===== src/design/directional_sprite_frame_selector_top_defines.svh =====
// Assertion macros for the directional sprite frame selector.
`ifndef DIRECTIONAL_SPRITE_FRAME_SELECTOR_TOP_DEFINES_SVH
`define DIRECTIONAL_SPRITE_FRAME_SELECTOR_TOP_DEFINES_SVH

`ifndef SYNTHESIS
`define DSFS_ASSERT_IMP(label, ante, cons) \
	label: assert property (@(posedge clk) disable iff (!arst_n) (ante) |-> (cons)) \
		else $error("dsfs assertion failed");
`define DSFS_ASSERT_NXT(label, ante, cons) \
	label: assert property (@(posedge clk) disable iff (!arst_n) (ante) |=> (cons)) \
		else $error("dsfs assertion failed");
`else
`define DSFS_ASSERT_IMP(label, ante, cons)
`define DSFS_ASSERT_NXT(label, ante, cons)
`endif

`endif


===== src/design/dsfs_pkg.sv =====
// Shared types and constants of the directional sprite frame selector.
package dsfs_pkg;

	localparam int NUM_DIRECTIONS = 8;
	localparam int SECTOR_W = $clog2(NUM_DIRECTIONS);

	localparam int DIV_W = 40;
	localparam int DIVISOR_W = 32;
	localparam int DIV_STEPS = DIV_W;
	localparam int DIV_CNT_W = $clog2(DIV_STEPS + 1);

	localparam logic [1:0] REQ_TICK = 2'd0;
	localparam logic [1:0] REQ_PLAY = 2'd1;
	localparam logic [1:0] REQ_PAUSE = 2'd2;

	localparam logic [1:0] REG_ANIM_PERIOD = 2'd0;
	localparam logic [1:0] REG_PLAY_ONCE = 2'd1;
	localparam logic [1:0] REG_FRAMES_PER_DIR = 2'd2;

	localparam logic [31:0] ANIM_PERIOD_RESET = 32'd1000000;

	localparam logic [SECTOR_W-1:0] SECTOR_ZERO_VEC = 3'd6;

	typedef struct packed {
		logic [1:0] req_type;
		logic [15:0] elapsed_time;
		logic signed [15:0] dir_x;
		logic signed [15:0] dir_y;
	} in_item_t;

	typedef struct packed {
		logic [10:0] frame_index;
		logic [SECTOR_W-1:0] dir_sector;
		logic still_playing;
		logic frame_error;
	} out_item_t;

endpackage


===== src/design/dsfs_div.sv =====
// Restoring serial divider, one quotient bit per cycle.
module dsfs_div
	import dsfs_pkg::*;
(
	input logic clk,
	input logic arst_n,
	input logic start,
	input logic [DIV_W-1:0] dividend,
	input logic [DIVISOR_W-1:0] divisor,
	output logic done,
	output logic [DIV_W-1:0] quotient
);

	logic [DIVISOR_W-1:0] rem_q;
	logic [DIV_W-1:0] quo_q;
	logic [DIV_CNT_W-1:0] cnt_q;
	logic busy_q;
	logic done_q;

	logic [DIVISOR_W:0] shifted;
	logic [DIVISOR_W+1:0] diff;
	logic fits;

	assign shifted = {rem_q, quo_q[DIV_W-1]};
	assign diff = {1'b0, shifted} - {2'b00, divisor};
	assign fits = ~diff[DIVISOR_W+1];

	always_ff @(posedge clk or negedge arst_n) begin
		if (!arst_n) begin
			rem_q <= '0;
			quo_q <= '0;
			cnt_q <= '0;
			busy_q <= 1'b0;
			done_q <= 1'b0;
		end else begin
			done_q <= 1'b0;
			if (start) begin
				rem_q <= '0;
				quo_q <= dividend;
				cnt_q <= DIV_CNT_W'(DIV_STEPS);
				busy_q <= 1'b1;
			end else if (busy_q) begin
				rem_q <= fits ? diff[DIVISOR_W-1:0] : shifted[DIVISOR_W-1:0];
				quo_q <= {quo_q[DIV_W-2:0], fits};
				cnt_q <= cnt_q - 1'b1;
				if (cnt_q == DIV_CNT_W'(1)) begin
					busy_q <= 1'b0;
					done_q <= 1'b1;
				end
			end
		end
	end

	assign done = done_q;
	assign quotient = quo_q;

endmodule


===== src/design/directional_sprite_frame_selector_top.sv =====
// Top level of the directional sprite frame selector.
//
//  channel  signals                              direction
//  in       in_valid, in_ready, in_data          item in
//  out      out_valid, out_ready, out_data       result out
//  cfg      cfg_we, cfg_index, cfg_data          register write
//
// A tick taken while playing occupies the block from its transfer in until its
// result is written to the output register: four passes through the shared
// multiplier, the sector compare, then a fifth pass for sector*frames while the
// 40-step serial divider computes time*frames/period. Play, pause and ignored
// items leave the block idle. A finished result waits in the output register; a
// stalled output blocks only the next result, not the next transfer in.
// Reset clears the played time, pauses playback and loads register defaults.
`include "directional_sprite_frame_selector_top_defines.svh"

module directional_sprite_frame_selector_top
	import dsfs_pkg::*;
(
	input logic clk,
	input logic arst_n,
	input logic in_valid,
	output logic in_ready,
	input in_item_t in_data,
	output logic out_valid,
	input logic out_ready,
	output out_item_t out_data,
	input logic cfg_we,
	input logic [1:0] cfg_index,
	input logic [31:0] cfg_data
);

	typedef enum logic [3:0] {
		S_IDLE,
		S_MUL_S,
		S_MUL_A,
		S_MUL_B,
		S_MUL_F,
		S_SECT,
		S_FSEC,
		S_DIV,
		S_FIN
	} state_t;

	state_t state_q;

	logic [31:0] anim_period_q;
	logic play_once_q;
	logic [7:0] frames_q;

	logic [31:0] played_time_q;
	logic playing_q;

	logic [16:0] a_q;
	logic [16:0] b_q;
	logic x_pos_q;
	logic y_pos_q;
	logic y_zero_q;
	logic zero_vec_q;
	logic [32:0] s_q;
	logic [30:0] sa_q;
	logic [30:0] sb_q;
	logic [SECTOR_W-1:0] sec_q;
	logic [DIV_W-1:0] mul_q;

	logic out_valid_q;
	out_item_t out_q;

	logic accept;
	logic [32:0] sum;
	logic [16:0] x_ext;
	logic [16:0] y_ext;
	logic [16:0] ab_sum;
	logic [31:0] op_a;
	logic [16:0] op_b;
	logic [48:0] product;
	logic [32:0] two_a;
	logic [32:0] two_b;
	logic [2:0] k;
	logic [SECTOR_W-1:0] sector;
	logic div_start;
	logic div_done;
	logic [DIV_W-1:0] quotient;
	logic [7:0] idx;
	logic out_free;

	assign accept = in_valid && in_ready;
	assign sum = {1'b0, played_time_q} + {17'd0, in_data.elapsed_time};
	assign x_ext = {in_data.dir_x[15], in_data.dir_x};
	assign y_ext = {in_data.dir_y[15], in_data.dir_y};
	assign ab_sum = a_q + b_q;

	always_comb begin
		op_a = '0;
		op_b = '0;
		unique case (state_q)
			S_MUL_S: begin
				op_a = {15'd0, ab_sum};
				op_b = ab_sum;
			end
			S_MUL_A: begin
				op_a = {15'd0, a_q};
				op_b = a_q;
			end
			S_MUL_B: begin
				op_a = {15'd0, b_q};
				op_b = b_q;
			end
			S_MUL_F: begin
				op_a = played_time_q;
				op_b = {9'd0, frames_q};
			end
			S_FSEC, S_DIV, S_FIN: begin
				op_a = {{(32-SECTOR_W){1'b0}}, sec_q};
				op_b = {9'd0, frames_q};
			end
			default: begin
				op_a = '0;
				op_b = '0;
			end
		endcase
	end

	assign product = op_a * op_b;

	always_ff @(posedge clk) begin
		mul_q <= product[DIV_W-1:0];
	end

	assign two_a = {1'b0, sa_q, 1'b0};
	assign two_b = {1'b0, sb_q, 1'b0};

	always_comb begin
		priority if (y_pos_q) begin
			k = (s_q < two_b) ? 3'd0 : ((s_q > two_a) ? 3'd1 : 3'd2);
		end else if (y_zero_q) begin
			k = 3'd2;
		end else begin
			k = (s_q < two_a) ? 3'd2 : ((s_q > two_b) ? 3'd3 : 3'd4);
		end
		priority if (zero_vec_q) begin
			sector = SECTOR_ZERO_VEC;
		end else if (k == 3'd0 || k == 3'd4 || x_pos_q) begin
			sector = k;
		end else begin
			sector = SECTOR_W'(NUM_DIRECTIONS) - k;
		end
	end

	assign div_start = (state_q == S_SECT);

	dsfs_div u_div (
		.clk(clk),
		.arst_n(arst_n),
		.start(div_start),
		.dividend(mul_q),
		.divisor(anim_period_q),
		.done(div_done),
		.quotient(quotient)
	);

	assign idx = (quotient < {32'd0, frames_q}) ? quotient[7:0] : (frames_q - 8'd1);
	assign out_free = !out_valid_q || out_ready;

	always_ff @(posedge clk or negedge arst_n) begin
		if (!arst_n) begin
			anim_period_q <= ANIM_PERIOD_RESET;
			play_once_q <= 1'b0;
			frames_q <= '0;
		end else if (cfg_we) begin
			unique case (cfg_index)
				REG_ANIM_PERIOD: anim_period_q <= cfg_data;
				REG_PLAY_ONCE: play_once_q <= cfg_data[0];
				REG_FRAMES_PER_DIR: frames_q <= cfg_data[7:0];
				default: ;
			endcase
		end
	end

	always_ff @(posedge clk or negedge arst_n) begin
		if (!arst_n) begin
			state_q <= S_IDLE;
			played_time_q <= '0;
			playing_q <= 1'b0;
			a_q <= '0;
			b_q <= '0;
			x_pos_q <= 1'b0;
			y_pos_q <= 1'b0;
			y_zero_q <= 1'b0;
			zero_vec_q <= 1'b0;
			s_q <= '0;
			sa_q <= '0;
			sb_q <= '0;
			sec_q <= '0;
			out_valid_q <= 1'b0;
			out_q <= '0;
		end else begin
			if (out_valid_q && out_ready && state_q != S_FIN) begin
				out_valid_q <= 1'b0;
			end
			unique case (state_q)
				S_IDLE: begin
					if (accept) begin
						priority if (in_data.req_type == REQ_PLAY) begin
							playing_q <= 1'b1;
						end else if (in_data.req_type == REQ_PAUSE) begin
							playing_q <= 1'b0;
						end else if (in_data.req_type == REQ_TICK && playing_q) begin
							if (sum > {1'b0, anim_period_q}) begin
								if (play_once_q) begin
									playing_q <= 1'b0;
									played_time_q <= anim_period_q;
								end else begin
									played_time_q <= '0;
								end
							end else begin
								played_time_q <= sum[31:0];
							end
							a_q <= x_ext[16] ? (17'd0 - x_ext) : x_ext;
							b_q <= y_ext[16] ? (17'd0 - y_ext) : y_ext;
							x_pos_q <= !in_data.dir_x[15] && (in_data.dir_x != 16'sd0);
							y_pos_q <= !in_data.dir_y[15] && (in_data.dir_y != 16'sd0);
							y_zero_q <= (in_data.dir_y == 16'sd0);
							zero_vec_q <= (in_data.dir_x == 16'sd0) && (in_data.dir_y == 16'sd0);
							state_q <= S_MUL_S;
						end else begin
							state_q <= S_IDLE;
						end
					end
				end
				S_MUL_S: state_q <= S_MUL_A;
				S_MUL_A: begin
					s_q <= mul_q[32:0];
					state_q <= S_MUL_B;
				end
				S_MUL_B: begin
					sa_q <= mul_q[30:0];
					state_q <= S_MUL_F;
				end
				S_MUL_F: begin
					sb_q <= mul_q[30:0];
					state_q <= S_SECT;
				end
				S_SECT: begin
					sec_q <= sector;
					state_q <= S_FSEC;
				end
				S_FSEC: state_q <= S_DIV;
				S_DIV: begin
					if (div_done) begin
						state_q <= S_FIN;
					end
				end
				S_FIN: begin
					if (out_free) begin
						out_valid_q <= 1'b1;
						out_q.frame_index <= (frames_q == 8'd0) ? 11'd0
							: (mul_q[10:0] + {3'd0, idx});
						out_q.dir_sector <= sec_q;
						out_q.still_playing <= playing_q;
						out_q.frame_error <= (frames_q == 8'd0);
						state_q <= S_IDLE;
					end
				end
				default: state_q <= S_IDLE;
			endcase
		end
	end

	assign in_ready = (state_q == S_IDLE);
	assign out_valid = out_valid_q;
	assign out_data = out_q;

	`DSFS_ASSERT_IMP(a_err_zero_frame, out_valid && out_data.frame_error, out_data.frame_index == 11'd0)
	`DSFS_ASSERT_IMP(a_time_in_period, state_q != S_IDLE, played_time_q <= anim_period_q)
	`DSFS_ASSERT_NXT(a_tick_busy, accept && in_data.req_type == REQ_TICK && playing_q, !in_ready)
	`DSFS_ASSERT_IMP(a_div_done_state, div_done, state_q == S_DIV)

endmodule

===== config.mk =====
export PLATFORM = sky130hd
export DESIGN_NAME = directional_sprite_frame_selector_top
export DESIGN_NICKNAME = d
export VERILOG_FILES = /design/src/design/dsfs_pkg.sv /design/src/design/dsfs_div.sv /design/src/design/directional_sprite_frame_selector_top.sv
export VERILOG_INCLUDE_DIRS = /design/src /design/src/design
export SDC_FILE = /design/constraint.sdc
export NUM_CORES = 2
export LEC_CHECK = 0
export BUFFER_PORTS_ARGS = -buffer_cell sky130_fd_sc_hd__buf_2
export CORE_MARGIN = 4
export CORE_UTILIZATION = 55
export CTS_CLUSTER_DIAMETER = 40
export DETAILED_ROUTE_END_ITERATION = 16
export GPL_TIMING_DRIVEN = 0
export PLACE_DENSITY = 0.72
export SLEW_MARGIN = 20
export SYNTH_ARGS = -nofsm -noshare
export SYNTH_HDL_FRONTEND = slang
export SYNTH_SLANG_ARGS = --single-unit

===== constraint.sdc =====
create_clock -name clk -period 21.6 [get_ports clk]
set_clock_uncertainty 0.05 [all_clocks]
set_input_delay 2.16 -clock clk [delete_from_list [all_inputs] [get_ports clk]]
set_output_delay 2.16 -clock clk [all_outputs]
set_load 0.05 [all_outputs]

# == Word-level counts from Yosys, hierarchy flattened ==
# Index checks and enable logic that the tools add are counted.
# totals
inputBits,89
wordCells,145
register_bits,351
output_inout_bits,18
# op_classes
multipliers,1
n_eq_ne,20
n_reduce_logical,35
n_lt_le_gt_ge,6
add_sub_neg,9
n_bitwise,3
muxes,44
# ops
operator,count
$mux W32,5
$pmux W32 S5,1
$gt A33 B32 Y1,3
$mux W40,2
$pmux W17 S4,1
$lt A33 B32 Y1,2
$lt A40 B8 Y1,1
$mul A32 B17 Y40,1
$pmux W4 S9,1
$mux W17,2
$sub A1 B16 Y17 const A,2
$sub A33 B32 Y34,1
$add A32 B16 Y33,1
$logic_not A16 Y1,2
$reduce_bool A16 Y1,2
$mux W4,5
$mux W3,6
$add A17 B17 Y17,1
$eq A4 B3 Y1 const B,4
$mux W1,15
$reduce_and A5 Y1,3
$mux W6,2
$add A11 B8 Y11,1
$mux W11,1
other kinds (28),53

# == Longest topological paths before layout ==
# logic_depth
word_depth,10
ltp_mapped,38
depth_no_buf,36

# == Cells and area by module ==
# From an unflattened synthesis, not the netlist that was laid out.
# hier_totals
hier_cells,4145
hier_area_um2,36366.1
# modules_own_cells
mod,area_each_um2,cells_per_inst,seq_area_each_um2,n_inst
directional_sprite_frame_selector_top,30589.3,3443,6590.1,1
dsfs_div,5776.8,702,2001.9,1

# == Worst setup path after synthesis ==
# Ideal clock, no wire load.
# synth_timing
kind,register to register
from,reg a_q[1]
to,reg mul_q[39]
t_required_ns,21.478
stages_incl_launch_ff,37
slack_ns,12.988
setup_ns,0.072
t_arrival_ns,8.490
period_less_slack_ns,8.612
n_path_buf,2
cell_sequence,dfrtp_1 > ha_1 > a21o_1 > a21o_1 > a21oi_1 > o21ai_1 > a41oi_1 > a21oi_1 > xnor2_1 > o21ai_1 > inv_2 > nand2_1 > buf_2 > nand2_1 > fa_1 > inv_1 > fa_1 > inv_1 > fa_1 > inv_1 > fa_1 > inv_1 > fa_1 > inv_1 > fa_1 > ha_1 > buf_6 > a211oi_1 > a211oi_1 > a211oi_1 > a21oi_1 > o31ai_2 > o21ai_1 > a2111oi_1 > o31ai_1 > a21oi_1 > xnor2_1
# synth_between
elab_chain_cells,3
elab_cells_between_ends,4
classes_between,add/sub (1); mul (1); mux (2)
# synth_rtl
element,line_no,source
from (decl),directional_sprite_frame_selector_top.sv:54,logic [16:0] a_q;
from (signal assigned),directional_sprite_frame_selector_top.sv:219,a_q <= x_ext[16] ? (17'd0 - x_ext) : x_ext;
$add A17 B17 Y17,directional_sprite_frame_selector_top.sv:91,assign ab_sum = a_q + b_q;
$pmux W32 S5 or $pmux W17 S4 (tied branches),directional_sprite_frame_selector_top.sv:96,unique case (state_q)
$mul A32 B17 Y40 *,directional_sprite_frame_selector_top.sv:124,assign product = op_a * op_b;
net product[39],directional_sprite_frame_selector_top.sv:76,logic [48:0] product;
to (signal assigned),directional_sprite_frame_selector_top.sv:127,mul_q <= product[DIV_W-1:0];
to (decl),directional_sprite_frame_selector_top.sv:64,logic [DIV_W-1:0] mul_q;
# The timed path passes the listed nets; every way through them passes the cells marked *.
# A chain may end at the register's enable or synchronous reset.

# == Final worst setup path ==
# layout_timing
from,reg state_q[0]
to,reg mul_q[39]
# layout_between
elab_chain_cells,4
elab_cells_between_ends,12
classes_between,mul (1); eq/ne (7); mux (2); reduce/logical (2)
# layout_rtl
element,line_no,source
from (decl),directional_sprite_frame_selector_top.sv:45,state_t state_q;
from (signal assigned),directional_sprite_frame_selector_top.sv:182,state_q <= S_IDLE;
from (signal assigned),directional_sprite_frame_selector_top.sv:225,state_q <= S_MUL_S;
from (signal assigned),directional_sprite_frame_selector_top.sv:227,state_q <= S_IDLE;
$eq A4 B4 Y1 or $eq A4 B3 Y1 (tied branches),directional_sprite_frame_selector_top.sv:96,
$reduce_or A4 Y1 (no source line) or $reduce_or A3 Y1 (tied branches),--,
$pmux W17 S4 or $pmux W32 S5 (tied branches),directional_sprite_frame_selector_top.sv:96,
$mul A32 B17 Y40 *,directional_sprite_frame_selector_top.sv:124,
net product[39],directional_sprite_frame_selector_top.sv:76,
# Marks and branches as above.

==> metrics.txt <==
Hold Buf Count CTS=0; largest area contributor in the netlist=fa_1; largest net degree at the start of global routing=100; die area=0.0691 mm²; Clock transition at path regs=0.06 ns; maximum VDD drop=0.153 mV; met2 wire length=48300 µm; via count=29.4k; WL met3=8090 µm; Commonest cells post-synth=inv_1, nand2_1, fa_1, dfrtp_1; CTS tree=built; cells resized by post-CTS repair=0; number of distinct library cells after synthesis=87; Wirelength per Cell=19.9 µm; GRT Util Overall=29.7%; CTS root buf=clkbuf_16; GRT overflow=0; fin crit share=52.1%; Worst setup EP type=flip-flop; Post-route DRC=0; setup slack, reg-to-reg=10.35 ns; share of cells above drive strength 1=7.25%; area of the core=0.0643 mm²; H-tree depth=2; Max-Cap Viols=0; first-pass GRT wire length=164000 µm; post-route setup TNS=0 ns; TritonCTS Sinks=351; Yosys reg bits=351; slowest CP cell=nor3_1; number of global-route vias before repair=30.2k; first-pass iteration count of the detailed router=7; status=completed; port buffer count=106; average cell area after synthesis=8.91 µm²; critical setup path kind=reg -> reg; total setup buffers inserted after CTS=0; I/O pin cnt=107; RSZ-0062 raised after global routing=no; area share of the leading cell type in the synthesized netlist=23.5%; CP peak stage delay=1.00 ns; filler cell count=5495; Slew @ Worst Pin=1.29 ns; Achievable Freq=0.0889 GHz; Async SR Flop Fraction=88.6%; Most Frequent Cell on Critical Path=fa_1; Max Used Layer=met4; worst slack, placed=10.66 ns; Metal-1 WL=42000 µm; clock latency at the later pin of the worst-skew pair=0.59 ns; post-synthesis sequential area ratio=24.0%; pwr dens=114 mW/mm²; height of the die=263 µm; Starting Density=55.5%; Hold Vio Cnt, Final=0; CP required=21.98 ns; Area growth syn-to-layout=11.0%; Setup violations, final=0; synth top area cells=fa_1, dfrtp_1, ha_1; Startpoint Class=flip-flop; CTS buffer count=51; EDFF count, synth=0; Ys Warns=0; Slew headroom=13.0%; Core Rows=93; cell with the most instances after synthesis=inv_1; Die X=263 µm; Leak Pwr=19.6 nW; crit path launch=state_q[0]$_DFFE_PN0P_; crit path time final=11.25 ns; gpl congestion=0.960; Post-Route WL=103000 µm; Syn Inst Count=4009; max-slew violation count=0; post-DP HPWL=82400 µm; initial antenna violation count=2; Max Buffers Root-to-Sink=3; worst r2r src=state_q[0]$_DFFE_PN0P_; antenna-violating nets left=0; crit-path max FO=10; setup ws final=10.35 ns; Final nets=5038; Vias/cell=5.70; Hold Crit Class=reg -> reg; Post-Syn Area=0.0357 mm²; Primary FF master, synth=dfrtp_1; critical path data arrival time=11.63 ns; Hold Startpoint=mul_q[39]$_DFF_P_; initial drt markers=2674
-- layout by cell type (no fill, tap or decap), types with 9 or more instances in the layout --
master	n
buf_1	28
nor4_1	16
a211oi_1	29
a31oi_1	31
or3_1	15
o21bai_1	18
mux2_2	57
dfrtp_1	304
ha_1	268
nand3b_1	14
o21ai_1	9
o22a_1	9
clkbuf_16	52
a21oi_1	171
nand2b_1	14
buf_2	111
a21o_1	82
xor2_1	51
nor2b_1	32
nand2_1	610
nor2_1	156
inv_1	683
and3_1	22
fa_1	419
dfxtp_1	40
and2_1	47
nand3_1	48
a22oi_1	16
xnor2_1	99
nor3_1	34
mux2i_1	68
o21a_1	29
o21ai_0	268
conb_1	90
o31ai_1	14
o211ai_1	16
clkbuf_1	135
nand4_1	28
-- worst max-delay path: cells and delay by family (launching register included) --
family | cells | cell delay [ns]
AOI/OAI and AO/OA | 11 | 3.53
xor gates and xnor gates | 1 | 0.26
adders and majority gates | 7 | 3.37
buffers and inverters | 10 | 1.91
DFF | 1 | 0.37
and+or+nand+nor | 4 | 1.56
-- flip-flops by register name, summed over array words and instances, names as in the netlist, 16 cells and up --
name            count
u_div.quotient     40
u_div.rem_q        32
played_time_q      32
s_q                33
mul_q              40
b_q                17
a_q                17
sb_q               31
anim_period_q      32
sa_q               31
out_data           16
-- cell type report --
cell class                      count  area, µm²  share of cell area [%]
Clock inverter                     37        425                    1.07
Timing Repair Buffer              112        666                    1.68
Inverter                          685       2570                    6.49
Clock buffer                       59       1370                    3.45
Sequential cell                   351       8590                    21.7
Antenna cell                        4       10.0                  0.0253
Buffer                            169        661                    1.67
Multi-Input combinational cell   2892      24300                    61.2
Tap cell                          855       1070                    2.70
-- cells by family (layout without fill, tap and decap cells) --
kind of cell / Yosys count / after routing / share of synthesized area (%)
AND/OR/NAND/NOR: 1080 / 1080 / 13.6
buffers and inverters: 854 / 1062 / 9.05
AO/OA/AOI/OAI: 759 / 759 / 13.1
adder cells (fa/ha/maj): 687 / 687 / 32.9
flip-flops: 351 / 351 / 24.0
XOR/XNOR: 150 / 150 / 3.68
multiplexers: 126 / 126 / 3.73
other: 2 / 94 / 0.0210
-- final timing paths --
path	end	depth (start not counted)
worst max register to register	mul_q[39]$_DFF_P_	33
max in group asynchronous	b_q[9]$_DFFE_PN0P_	3
min in group asynchronous	s_q[9]$_DFFE_PN0N_	1
worst min-delay path	u_div.quotient[39]$_DFFE_PN0P_	2
worst min register to register	u_div.quotient[39]$_DFFE_PN0P_	2
worst max-delay path	mul_q[39]$_DFF_P_	33
-- layer usage --
| metal | vias to the layer above | GRT usage (%) |
|---|---|---|
| li1 | 13400 | - |
| met2 | 1193 | 48.9 |
| met4 | 0 | 11.2 |
| met3 | 264 | 5.55 |
| met5 | - | 0 |
| met1 | 14600 | 39.5 |
-- report_power, final --
part / leakage, nW / switching, mW / internal [mW] / total, mW
Combinational: 14.4 / 1.53 / 1.02 / 2.55
Sequential: 4.37 / 0.212 / 0.885 / 1.10
Clock: 0.858 / 0.344 / 0.525 / 0.869
-- metrics by stage --
step / power, mW / instance area [µm²] / hold slack, ns / instances / utilization [%]
after floorplan: 2.85 / 36100 / 0.360 / 4097 / -
after global placement: 3.53 / 37700 / 0.365 / 5058 / 58.5
after detailed placement: 3.59 / 37800 / 0.379 / 5064 / 58.8
after CTS: 4.48 / 39600 / 0.391 / 5160 / 61.6
after global routing: 4.87 / 39600 / 0.407 / 5161 / 61.6
final: 4.52 / 39600 / 0.389 / 5164 / 61.6
Note: power is estimated with default switching activity, not from simulation.
